==> src/rtl/core/cose_pkg.sv <==
package cose_pkg;

	localparam int FILE_W        = 4;
	localparam int BYTE_W        = 8;
	localparam int CNT_W         = 3;
	localparam int LOG2_W        = 3;
	localparam int SYM_W         = 8;
	localparam int SYM_LEN_W     = 4;
	localparam int CFG_ADDR_W    = 1;
	localparam int CFG_DATA_W    = 3;

	localparam int DEF_MAX_FILES     = 16;
	localparam int DEF_POSITION_BITS = 16;

	localparam logic [LOG2_W-1:0] FILES_LOG2_RST = 3'd1;

	typedef enum logic [CFG_ADDR_W-1:0] {
		REG_FILES_LOG2     = 1'b0,
		REG_DIRECTION_MODE = 1'b1
	} reg_index_t;

	typedef struct packed {
		logic                 step;
		logic [SYM_W-1:0]     sym;
		logic [SYM_LEN_W-1:0] len;
	} pk_req_t;

	typedef struct packed {
		logic              emit;
		logic [BYTE_W-1:0] data;
	} pk_res_t;

endpackage

==> src/rtl/core/cose_packer.sv <==
module cose_packer (
	input  logic             clk,
	input  logic             arst_n,
	input  cose_pkg::pk_req_t req,
	output cose_pkg::pk_res_t res
);
	import cose_pkg::*;

	localparam int COMB_W = 2 * BYTE_W - 1;

	logic [BYTE_W-1:0]    acc_q;
	logic [CNT_W-1:0]     cnt_q;
	logic [SYM_W-1:0]     sym_m;
	logic [SYM_LEN_W-1:0] total;
	logic [COMB_W-1:0]    comb;
	logic [CNT_W-1:0]     shamt;
	logic [BYTE_W-1:0]    acc_d;
	logic [CNT_W-1:0]     cnt_d;

	always_comb begin
		sym_m = req.sym & SYM_W'((9'(1) << req.len) - 9'(1));
		total = SYM_LEN_W'(cnt_q) + req.len;
		// held bits on top, new symbol below; held bits never exceed 7
		comb  = (COMB_W'(acc_q) << req.len) | COMB_W'(sym_m);
		shamt = total[CNT_W-1:0];
		res.emit = req.step && total[SYM_LEN_W-1];
		res.data = BYTE_W'(comb >> shamt);
		if (total[SYM_LEN_W-1]) begin
			acc_d = BYTE_W'(comb & ((COMB_W'(1) << shamt) - COMB_W'(1)));
		end else begin
			acc_d = comb[BYTE_W-1:0];
		end
		cnt_d = total[CNT_W-1:0];
	end

	always_ff @(posedge clk or negedge arst_n) begin
		if (!arst_n) begin
			acc_q <= '0;
			cnt_q <= '0;
		end else if (req.step) begin
			acc_q <= acc_d;
			cnt_q <= cnt_d;
		end
	end

endmodule

==> src/rtl/core/cluster_order_symbol_extract.sv <==
// Cluster-order symbol extractor.
// Input stream (s_axis_*): one beat per storage cluster in ascending cluster
// order, carrying the owning file number and the cluster's position in that
// file's chain. Output stream (m_axis_*): recovered message bytes, MSB first.
// Each input beat yields zero or one output beat.
// Config port: cfg_we/cfg_addr/cfg_wdata, index 0 = files_log2, 1 =
// direction_mode; write only while the block is idle.
// A beat that is accepted sits in the input stage until the output register can
// take it; it is then resolved and its byte (if any) is presented on m_axis.
// Throughput: one beat per cycle while the receiver keeps up; the per-file last-position
// memory is read when a beat is accepted and, in direction mode, written when it leaves
// the input stage, with a forward path for back-to-back beats of the same file.
// Reset clears the packed bit count, the per-file seen flags and restores
// files_log2 = 1, direction_mode = 0. A stalled receiver holds the byte in the
// output register; s_axis_tready drops only once both the output register and
// the input stage are full.
module cluster_order_symbol_extract #(
	parameter int MAX_FILES     = cose_pkg::DEF_MAX_FILES,
	parameter int POSITION_BITS = cose_pkg::DEF_POSITION_BITS
) (
	input  logic                                    clk,
	input  logic                                    arst_n,
	input  logic                                    s_axis_tvalid,
	output logic                                    s_axis_tready,
	// file_number, position_in_file
	input  logic [((cose_pkg::FILE_W + POSITION_BITS + 7) / 8) * 8 - 1:0] s_axis_tdata,
	output logic                                    m_axis_tvalid,
	input  logic                                    m_axis_tready,
	// message_byte
	output logic [cose_pkg::BYTE_W-1:0]             m_axis_tdata,
	input  logic                                    cfg_we,
	input  logic [cose_pkg::CFG_ADDR_W-1:0]         cfg_addr,
	input  logic [cose_pkg::CFG_DATA_W-1:0]         cfg_wdata
);
	import cose_pkg::*;

	localparam int SLOT_W = (MAX_FILES > 1) ? $clog2(MAX_FILES) : 1;
	localparam int POS_W  = POSITION_BITS;

	logic [LOG2_W-1:0] files_log2_q;
	logic              dir_mode_q;

	logic [FILE_W-1:0] in_file;
	logic [POS_W-1:0]  in_pos;
	logic [FILE_W-1:0] fmod;
	logic [SLOT_W-1:0] in_slot;
	logic              accept;

	logic              valid_s1;
	logic [FILE_W-1:0] file_s1;
	logic [POS_W-1:0]  pos_s1;
	logic [SLOT_W-1:0] slot_s1;
	logic [POS_W-1:0]  rd_s1;
	logic              fwd_s1;
	logic [POS_W-1:0]  fwd_pos_s1;
	logic              fire_s1;

	logic [POS_W-1:0]  last_pos_mem [MAX_FILES];
	logic [MAX_FILES-1:0] seen_q;

	logic [POS_W-1:0]  prev_pos;
	logic              seen;
	logic              dbit;
	pk_req_t           preq;
	pk_res_t           pres;

	logic              out_valid_q;
	logic [BYTE_W-1:0] out_data_q;

	assign in_file = s_axis_tdata[FILE_W-1:0];
	assign in_pos  = s_axis_tdata[FILE_W +: POS_W];

	// file number reduced modulo the slot count
	always_comb begin
		fmod = in_file;
		for (int i = 0; i < 8; i++) begin
			if (int'(fmod) >= MAX_FILES) begin
				fmod = fmod - FILE_W'(MAX_FILES);
			end
		end
		in_slot = SLOT_W'(fmod);
	end

	always_ff @(posedge clk or negedge arst_n) begin
		if (!arst_n) begin
			files_log2_q <= FILES_LOG2_RST;
			dir_mode_q   <= 1'b0;
		end else if (cfg_we) begin
			case (reg_index_t'(cfg_addr))
				REG_FILES_LOG2:     files_log2_q <= cfg_wdata[LOG2_W-1:0];
				REG_DIRECTION_MODE: dir_mode_q   <= cfg_wdata[0];
				default: ;
			endcase
		end
	end

	assign fire_s1       = valid_s1 && (!out_valid_q || m_axis_tready);
	assign s_axis_tready = !valid_s1 || fire_s1;
	assign accept        = s_axis_tvalid && s_axis_tready;

	always_ff @(posedge clk or negedge arst_n) begin
		if (!arst_n) begin
			valid_s1 <= 1'b0;
		end else if (accept) begin
			valid_s1 <= 1'b1;
		end else if (fire_s1) begin
			valid_s1 <= 1'b0;
		end
	end

	always_ff @(posedge clk) begin
		if (accept) begin
			file_s1    <= in_file;
			pos_s1     <= in_pos;
			slot_s1    <= in_slot;
			// beat leaving now writes the slot this beat reads
			fwd_s1     <= fire_s1 && dir_mode_q && (slot_s1 == in_slot);
			fwd_pos_s1 <= pos_s1;
		end
	end

	always_ff @(posedge clk) begin
		if (accept) begin
			rd_s1 <= last_pos_mem[in_slot];
		end
		if (fire_s1 && dir_mode_q) begin
			last_pos_mem[slot_s1] <= pos_s1;
		end
	end

	always_ff @(posedge clk or negedge arst_n) begin
		if (!arst_n) begin
			seen_q <= '0;
		end else if (fire_s1 && dir_mode_q) begin
			seen_q[slot_s1] <= 1'b1;
		end
	end

	always_comb begin
		prev_pos = fwd_s1 ? fwd_pos_s1 : rd_s1;
		seen     = seen_q[slot_s1];
		dbit     = !(pos_s1 > prev_pos);
		preq.step = fire_s1 && (!dir_mode_q || seen);
		if (dir_mode_q) begin
			preq.sym = SYM_W'({file_s1, dbit});
		end else begin
			preq.sym = SYM_W'(file_s1);
		end
		preq.len = SYM_LEN_W'(files_log2_q) + SYM_LEN_W'(dir_mode_q);
	end

	cose_packer u_packer (
		.clk    (clk),
		.arst_n (arst_n),
		.req    (preq),
		.res    (pres)
	);

	always_ff @(posedge clk or negedge arst_n) begin
		if (!arst_n) begin
			out_valid_q <= 1'b0;
		end else if (fire_s1) begin
			out_valid_q <= pres.emit;
		end else if (m_axis_tready) begin
			out_valid_q <= 1'b0;
		end
	end

	always_ff @(posedge clk) begin
		if (fire_s1 && pres.emit) begin
			out_data_q <= pres.data;
		end
	end

	assign m_axis_tvalid = out_valid_q;
	assign m_axis_tdata  = out_data_q;

endmodule

==> config.mk <==
export PLATFORM = sky130hd
export DESIGN_NAME = cluster_order_symbol_extract
export DESIGN_NICKNAME = d
export VERILOG_FILES = /design/src/rtl/core/cose_pkg.sv /design/src/rtl/core/cose_packer.sv /design/src/rtl/core/cluster_order_symbol_extract.sv
export SDC_FILE = /design/constraint.sdc
export NUM_CORES = 1
export LEC_CHECK = 0
export BUFFER_PORTS_ARGS = -buffer_cell sky130_fd_sc_hd__buf_2
export CORE_MARGIN = 2
export CORE_UTILIZATION = 60
export DETAILED_ROUTE_END_ITERATION = 7
export PLACE_DENSITY_LB_ADDON = 0.2
export RECOVER_POWER = 100
export REMOVE_ABC_BUFFERS = 1
export SYNTH_ARGS = -nofsm -noshare
export SYNTH_HDL_FRONTEND = slang
export SYNTH_SLANG_ARGS = --single-unit
==> constraint.sdc <==
create_clock -name clk -period 4 [get_ports clk]
set_input_delay 0.4 -clock clk [delete_from_list [all_inputs] [get_ports clk]]
set_output_delay 0.4 -clock clk [all_outputs]
set_load 0.005 [all_outputs]
==> results of run 1 <==
==> per-layer routing <==
metal	up-vias	global-route usage, %	wire, µm
li1	3510	-	-
met1	4218	35.8	12900
met2	378	43.1	16600
met3	74	4.21	2290
met4	0	8.53	935
met5	-	0	0
==> how the worst max path moves through the flow <==
stage / depth (start not counted) / to / slack, ns
6_report: 12 / m_axis_tdata[1]$_DFFE_PP_ / 0.32
5_1_grt: 12 / m_axis_tdata[0]$_DFFE_PP_ / 0.05
4_1_cts: 12 / m_axis_tdata[0]$_DFFE_PP_ / 0.41
3_5_place_dp: 12 / m_axis_tdata[0]$_DFFE_PP_ / 0.43
3_3_place_gp: 12 / m_axis_tdata[0]$_DFFE_PP_ / 0.56
2_1_floorplan: 11 / u_packer.acc_q[4]$_DFFE_PN0P_ / 0.11
==> kinds of logic (layout without fill, tap and decap cells) <==
family	after synthesis	after routing
simple gates	145	145
fa+ha+maj	24	24
xor+xnor	10	10
mux	128	128
compound gates	111	111
buf+inv	60	144
flops	350	350
==> report_power, final <==
group	switching, W	internal [W]	total [W]
Clock	0.00132	0.00177	0.00309
Sequential	0.000226	0.00436	0.00458
Combinational	0.00147	0.00106	0.00253
==> stage by stage <==
stage / util, % / area, µm² / total power [W]
after floorplan: - / 14800 / 0.00636
after global placement: 64.2 / 15700 / 0.00703
after detailed placement: 64.2 / 15700 / 0.00714
after CTS: 68.7 / 16800 / 0.0102
after global routing: 68.0 / 16600 / 0.0106
final: 68.0 / 16600 / 0.0102
==> area by class of cell <==
cell class | count | area, µm² | area share [%]
Clock buffer | 48 | 1010 | 6.05
Sequential cell | 350 | 10300 | 62.2
Tap cell | 324 | 405 | 2.44
Clock inverter | 11 | 88.8 | 0.534
Timing Repair Buffer | 72 | 353 | 2.12
Inverter | 13 | 48.8 | 0.293
Multi-Input combinational cell | 418 | 4390 | 26.4
==> layout by cell type, fill, tap and decap left out, types with 4 or more instances in the layout <==
cell type,netlist,routed
clkbuf_1,20,37
a31oi_1,4,4
ha_1,23,23
nand4_1,7,7
buf_4,3,10
o21ai_0,11,14
clkbuf_16,0,37
xnor2_1,6,6
a21oi_1,14,14
nand3_1,17,17
nand2_1,42,42
o21ai_1,10,7
mux4_2,88,88
clkinv_2,0,5
nor3_1,9,9
mux2_2,13,13
or2_2,16,16
nand2b_1,7,7
dfrtp_1,32,32
a21o_1,6,6
edfxtp_1,317,317
o211ai_1,10,10
nor2_2,0,5
clkbuf_8,0,4
nor2b_1,4,4
buf_2,11,27
mux2i_1,24,24
a211o_1,4,4
nor2_1,29,24
a211oi_1,6,6
inv_1,11,11
clkbuf_2,0,4
==> synth_stat cells, types with 3 or more instances <==
| cell | count |
|---|---|
| edfxtp_1 | 317 |
| mux4_2 | 88 |
| nand2_1 | 42 |
| dfrtp_1 | 32 |
| nor2_1 | 29 |
| mux2i_1 | 24 |
| ha_1 | 23 |
| clkbuf_1 | 20 |
| nand3_1 | 17 |
| or2_2 | 16 |
| a21oi_1 | 14 |
| mux2_2 | 13 |
| buf_2 | 11 |
| inv_1 | 11 |
| o21ai_0 | 11 |
| o211ai_1 | 10 |
| o21ai_1 | 10 |
| nor3_1 | 9 |
| buf_1 | 8 |
| nand2b_1 | 7 |
| nand4_1 | 7 |
| a211oi_1 | 6 |
| a21o_1 | 6 |
| xnor2_1 | 6 |
| buf_6 | 5 |
| a211o_1 | 4 |
| a31oi_1 | 4 |
| nor2b_1 | 4 |
| a221o_1 | 3 |
| a22oi_1 | 3 |
| buf_4 | 3 |
| or3_1 | 3 |
| xor2_1 | 3 |
==> state kept, by name, summed over array words and instances, names as in the netlist <==
| register | flops |
|---|---|
| m_axis_tvalid | 1 |
| rd_s1 | 16 |
| slot_s1 | 4 |
| fwd_pos_s1 | 16 |
| seen_q | 16 |
| pos_s1 | 16 |
| m_axis_tdata | 8 |
| u_packer.cnt_q | 3 |
| u_packer.acc_q | 8 |
| fwd_s1 | 1 |
| files_log2_q | 3 |
| valid_s1 | 1 |
| dir_mode_q | 1 |
| last_pos_mem | 256 |
==> key figures, run 1 <==
Worst setup path
  • Worst setup EP type: flip-flop
  • R2r worst-path depth: 12
  • Data arrival time of the worst path: 3.92 ns
  • Top cell by count, worst path: ha_1
  • Worst setup path startpoint: files_log2_q[0]$_DFFE_PN1P_
  • CP max FO: 12
  • RR Startpoint: files_log2_q[0]$_DFFE_PN1P_
  • Startpoint Class: flip-flop
  • Reg-to-reg setup timing slack: 0.32 ns
  • Max incr delay on CP: 0.53 ns
  • Buf/Inv on CP: 1
  • Required @ worst endpoint: 4.24 ns
  • Slowest cell on crit path: dfstp_1
  • Kind of cell adding the most delay to the critical path: adder cells
  • CP Class: flip-flop to flip-flop
  • Worst R2R End: m_axis_tdata[1]$_DFFE_PP_
  • Worst-path cell chain: ha_1 > ha_1 > xnor2_2 > inv_2 > nor2_1 > nand3_1 > ha_1 > o311ai_0 > a31oi_1 > nor3_1 > o221a_2 > o221ai_1

Clock tree
  • # clock sinks: 350
  • Total CTS buffers: 36
  • Post_cts resized: 0
  • Clk Latency, worst-skew pair: 0.53 ns
  • Post-CTS Setup Bufs: 0
  • CTS hold repair buffers: 1
  • Root buffer cell: clkbuf_16
  • Deepest clock path buffer count: 3
  • Htree depth: 2
  • CTS tree: built
  • CTS clock-pin slew for the worst setup and hold paths: 0.06 ns

Synth
  • Synth Flop Type: edfxtp_1
  • Cell taking the most area after synthesis: edfxtp_1
  • Avg Inst Size Synth: 18.1 µm²
  • Cells after synthesis: 828
  • Synth warn: 0
  • Synth Cell Area: 0.0150 mm²
  • Mux share of post-synthesis cell area: 16.2%
  • Largest family of logic cells by synthesized area: multiplexers
  • Compound-Gate Fraction of Synth Area: 5.57%
  • Synth top area cells: edfxtp_1, mux4_2, dfrtp_1
  • Simple-gate share of the synthesized area: 4.73%
  • EDFF count, synth: 317
  • XOR/XNOR Fraction of Synth Area: 0.633%
  • Synth cell types: 77
  • Synth Area in Adders: 2.05%
  • Sequential fraction of the synthesis area: 68.9%
  • Yosys reg bits: 350
  • Async set or reset register ratio after synthesis: 9.43%
  • Area fraction of the dominant cell type after synthesis: 63.4%

Route
  • Via/cell ratio: 6.62
  • Detail Route Antenna Nets: 0
  • Remaining DRCs: 0
  • Via count: 8180
  • Post-DR wirelength/cell: 26.5 µm
  • DR iter-0 viols: 1000
  • DRT Wirelength: 32700 µm
  • DR pass1 iterations: 6

Outcome
  • Failing checks: max-capacitance violations, max-slew violations
  • Status: finished, violations left

Cells and area
  • Fillers: 1592
  • Non-filler instance count after layout: 1236
  • Share of layout cells above drive strength 1: 24.7%
  • Antenna diode count: 0
  • Nets: 948
  • Layout area overhead: 10.8%

STA
  • Hold slack: 0.0474 ns
  • RSZ-0062 raised after global routing: false
  • Final setup vio count: 0
  • Fmax: 0.271 GHz
  • Clk_skew: 0.0219 ns
  • Least-Margin Pin Slew: 2.05 ns
  • TNS Setup: 0 ns
  • Final worst path period need: 3.68 ns
  • Crit share post-route: 92.1%
  • Final hold violation count: 0
  • Slew Limit Fails: 319
  • Slew HR: -36.6%
  • Final WS setup: 0.316 ns

Floorplanning
  • Die W: 162 µm
  • Starting density of the core: 61.4%
  • Num ports: 43
  • Die boundary height: 162 µm
  • Rows: 57
  • Core Footprint: 0.0245 mm²
  • Die area: 0.0263 mm²

Power and ir drop
  • Worst ir drop on vdd: 0.386 mV
  • Leakage: 5.61 nW
  • Power Dens Cells: 613 mW/mm²

Flow run
  • Max Cap Viol: 11

Global routing
  • Vias in the first global route: 8508
  • First-pass GRT wire length: 50300 µm
  • Initial antenna violation count: 0
  • GR Util All Layers: 25.9%
  • Largest net degree at the start of global routing: 67
  • GR Overflow Total: 0

Place
  • Placer Congestion: 0.908
  • Placement Setup Slack: 0.434 ns
  • Placed cell count: 1176
  • Detailed Place HPWL: 19200 µm
  • I/O Buffers: 38

Min path
  • Hold wc startpoint: s_axis_tdata[14]
  • Hold path endpoint: pos_s1[10]$_DFFE_PP_
  • Min-Delay Path Class: input port to flip-flop
  • Hold path depth: 1
(Power assumes the default switching activity.)
==> inputs of run 2 (changes only) <==
Settings changed: RECOVER_POWER 100 to not set.
==> key figures, run 2 (synthesis results as in run 1) <==
Outcome
  • Status: finished, final reports clean (was finished, violations left)

Worst setup path
  • Worst R2R End: m_axis_tdata[1]$_DFFE_PP_ (unchanged)
  • Worst setup EP type: flip-flop (unchanged)
  • RR Startpoint: files_log2_q[0]$_DFFE_PN1P_ (unchanged)
  • Startpoint Class: flip-flop (unchanged)
  • Reg-to-reg setup timing slack: 0.32 ns (about the same)
  • CP max FO: 12 (unchanged)
  • CP Class: flip-flop to flip-flop (unchanged)
  • Required @ worst endpoint: 4.24 ns (about the same)
  • R2r worst-path depth: 12 (unchanged)
  • CP endpoint: m_axis_tdata[1]$_DFFE_PP_ (unchanged)
  • Worst setup path startpoint: files_log2_q[0]$_DFFE_PN1P_ (unchanged)
  • Data arrival time of the worst path: 3.93 ns (was 3.92 ns)

Cells and area
  • Antenna diode count: 0 (unchanged)
  • Register area: 0.0103 mm² (unchanged)
  • Max reg flops: 256 (unchanged)
  • Nets: 948 (unchanged)
  • Layout area overhead: 11.9% (was 10.8%)
  • Final core utilization: 68.7% (was 68.0%)
  • Multi-input logic area: 0.00443 mm² (was 0.00439 mm²)
  • Most common cell after layout, fill and taps aside: edfxtp_1 (unchanged)
  • Fillers: 1545 (was 1592)
  • Most frequent cells in the layout: edfxtp_1, mux4_2, nand2_1 (unchanged)
  • Largest Register: last_pos_mem (unchanged)
  • Final Instance Area: 0.0168 mm² (was 0.0166 mm²)
  • Share of layout cells above drive strength 1: 29.5% (was 24.7%)

Route
  • Via/cell ratio: 6.64 (was 6.62)
  • Detail Route Antenna Nets: 0 (unchanged)
  • Remaining DRCs: 0 (unchanged)
  • Via count: 8205 (was 8180)
  • DRT Wirelength: 32600 µm (was 32700 µm)
  • Post-DR wirelength/cell: 26.4 µm (was 26.5 µm)
  • DR iter-0 viols: 884 (was 1000)
  • DR pass1 iterations: 6 (unchanged)

Place
  • I/O Buffers: 38 (unchanged)
  • Detailed Place HPWL: 19200 µm (unchanged)
  • Area after DPL: 0.0157 mm² (unchanged)
  • Placer Congestion: 0.908 (unchanged)

Power and ir drop
  • Worst ir drop on vdd: 0.385 mV (was 0.386 mV)
  • Reg power frac: 44.8% (was 44.9%)
  • Cell-internal power: 0.00720 W (was 0.00719 W)
  • Gate power share: 24.9% (was 24.8%)
  • Power Dens Cells: 608 mW/mm² (was 613 mW/mm²)
  • Clock Power Share: 30.2% (was 30.3%)
  • Sw Share: 29.5% (about the same)
  • Switching pwr: 0.00302 W (about the same)
  • Leakage: 5.74 nW (was 5.61 nW)

Clock tree
  • CTS clock-pin slew for the worst setup and hold paths: 0.06 ns (about the same)
  • Deepest clock path buffer count: 3 (unchanged)
  • Post-CTS Setup Bufs: 0 (unchanged)
  • Root buffer cell: clkbuf_16 (unchanged)
  • CTS tree: built (unchanged)
  • Post_cts resized: 0 (unchanged)
  • Clk Latency, worst-skew pair: 0.53 ns (about the same)
  • Total CTS buffers: 36 (unchanged)
  • CTS hold repair buffers: 1 (unchanged)
  • # clock sinks: 350 (unchanged)
  • Htree depth: 2 (unchanged)

STA
  • Fmax: 0.272 GHz (was 0.271 GHz)
  • TNS Setup: 0 ns (unchanged)
  • Final hold violation count: 0 (unchanged)
  • RSZ-0062 raised after global routing: false (unchanged)
  • Clk_skew: 0.0214 ns (was 0.0219 ns)
  • Final setup vio count: 0 (unchanged)
  • Crit share post-route: 92.1% (about the same)
  • Slew HR: 32.9% (was -36.6%)
  • Least-Margin Pin Slew: 1.01 ns (was 2.05 ns)
  • Hold slack: 0.0486 ns (was 0.0474 ns)
  • Final worst path period need: 3.68 ns (about the same)
  • Slew Limit Fails: 0 (was 319)

Min path
  • Min-Delay Path Class: input port to flip-flop (unchanged)
  • Hold path depth: 1 (unchanged)
  • Hold wc startpoint: s_axis_tdata[14] (unchanged)

Global routing
  • First-pass GRT wire length: 50300 µm (unchanged)
  • GR Overflow Total: 0 (unchanged)
  • Largest net degree at the start of global routing: 67 (unchanged)
  • Vias in the first global route: 8508 (unchanged)
  • Initial antenna violation count: 0 (unchanged)
  • GR Util All Layers: 25.9% (unchanged)

Floorplanning
  • Core Footprint: 0.0245 mm² (unchanged)
  • Die W: 162 µm (unchanged)
  • Rows: 57 (unchanged)
  • Num ports: 43 (unchanged)
  • Starting density of the core: 61.4% (unchanged)
  • Die area: 0.0263 mm² (unchanged)
  • Die boundary height: 162 µm (unchanged)

Flow run
  • Max Cap Viol: 0 (was 11)
[run 2: power groups by stage]
stage / Clock [W] / Combinational (W) / Sequential, W
3_5_place_dp: 0 / 0.00249 / 0.00465
2_1_floorplan: 0 / 0.00179 / 0.00457
3_3_place_gp: 0 / 0.00241 / 0.00462
5_1_grt: 0.00329 / 0.00275 / 0.00461
4_1_cts: 0.00315 / 0.00251 / 0.00458
6_report: 0.00309 / 0.00255 / 0.00458
[run 2: worst min-delay path by stage]
stage                              to  slack (ns)
2_1_floorplan  dir_mode_q$_DFFE_PN0P_        0.10
3_3_place_gp   seen_q[11]$_DFFE_PN0P_        0.45
3_5_place_dp    seen_q[9]$_DFFE_PN0P_        0.45
4_1_cts           pos_s1[4]$_DFFE_PP_        0.04
5_1_grt          pos_s1[10]$_DFFE_PP_        0.03
6_report         pos_s1[10]$_DFFE_PP_        0.05
[run 2: cell type report]
class	instances	share of cell area, %
sequential	350	61.6
inverter	13	0.290
timing repair buffer	72	2.83
tap	324	2.41
clock inverter	11	0.529
multi-input combinational	418	26.4
clock buffer	48	6.00
[run 2: worst max-delay path, cell delays in order (launching register included)]
cell and delay (ns):
dfstp_2 0.53, ha_1 0.34, ha_1 0.28, xnor2_2 0.20
inv_2 0.19, nor2_1 0.32, nand3_1 0.15, ha_1 0.31
o311ai_1 0.10, a31oi_1 0.17, nor3_1 0.42, o221a_2 0.28
o221ai_1 0.13
[run 2: routing by layer]
metal	track usage (%)	routed length, µm
met4	8.53	948
met5	0	0
met2	43.1	16400
met1	35.8	12900
met3	4.21	2340
[run 2: per-stage QoR]
stage / setup WS (ns) / std cells / total power (W)
global route: 0.0557 / 1236 / 0.0107
floorplan: 0.107 / 781 / 0.00636
global placement: 0.556 / 1176 / 0.00703
finish: 0.317 / 1236 / 0.0102
detailed placement: 0.434 / 1176 / 0.00714
CTS: 0.405 / 1236 / 0.0102
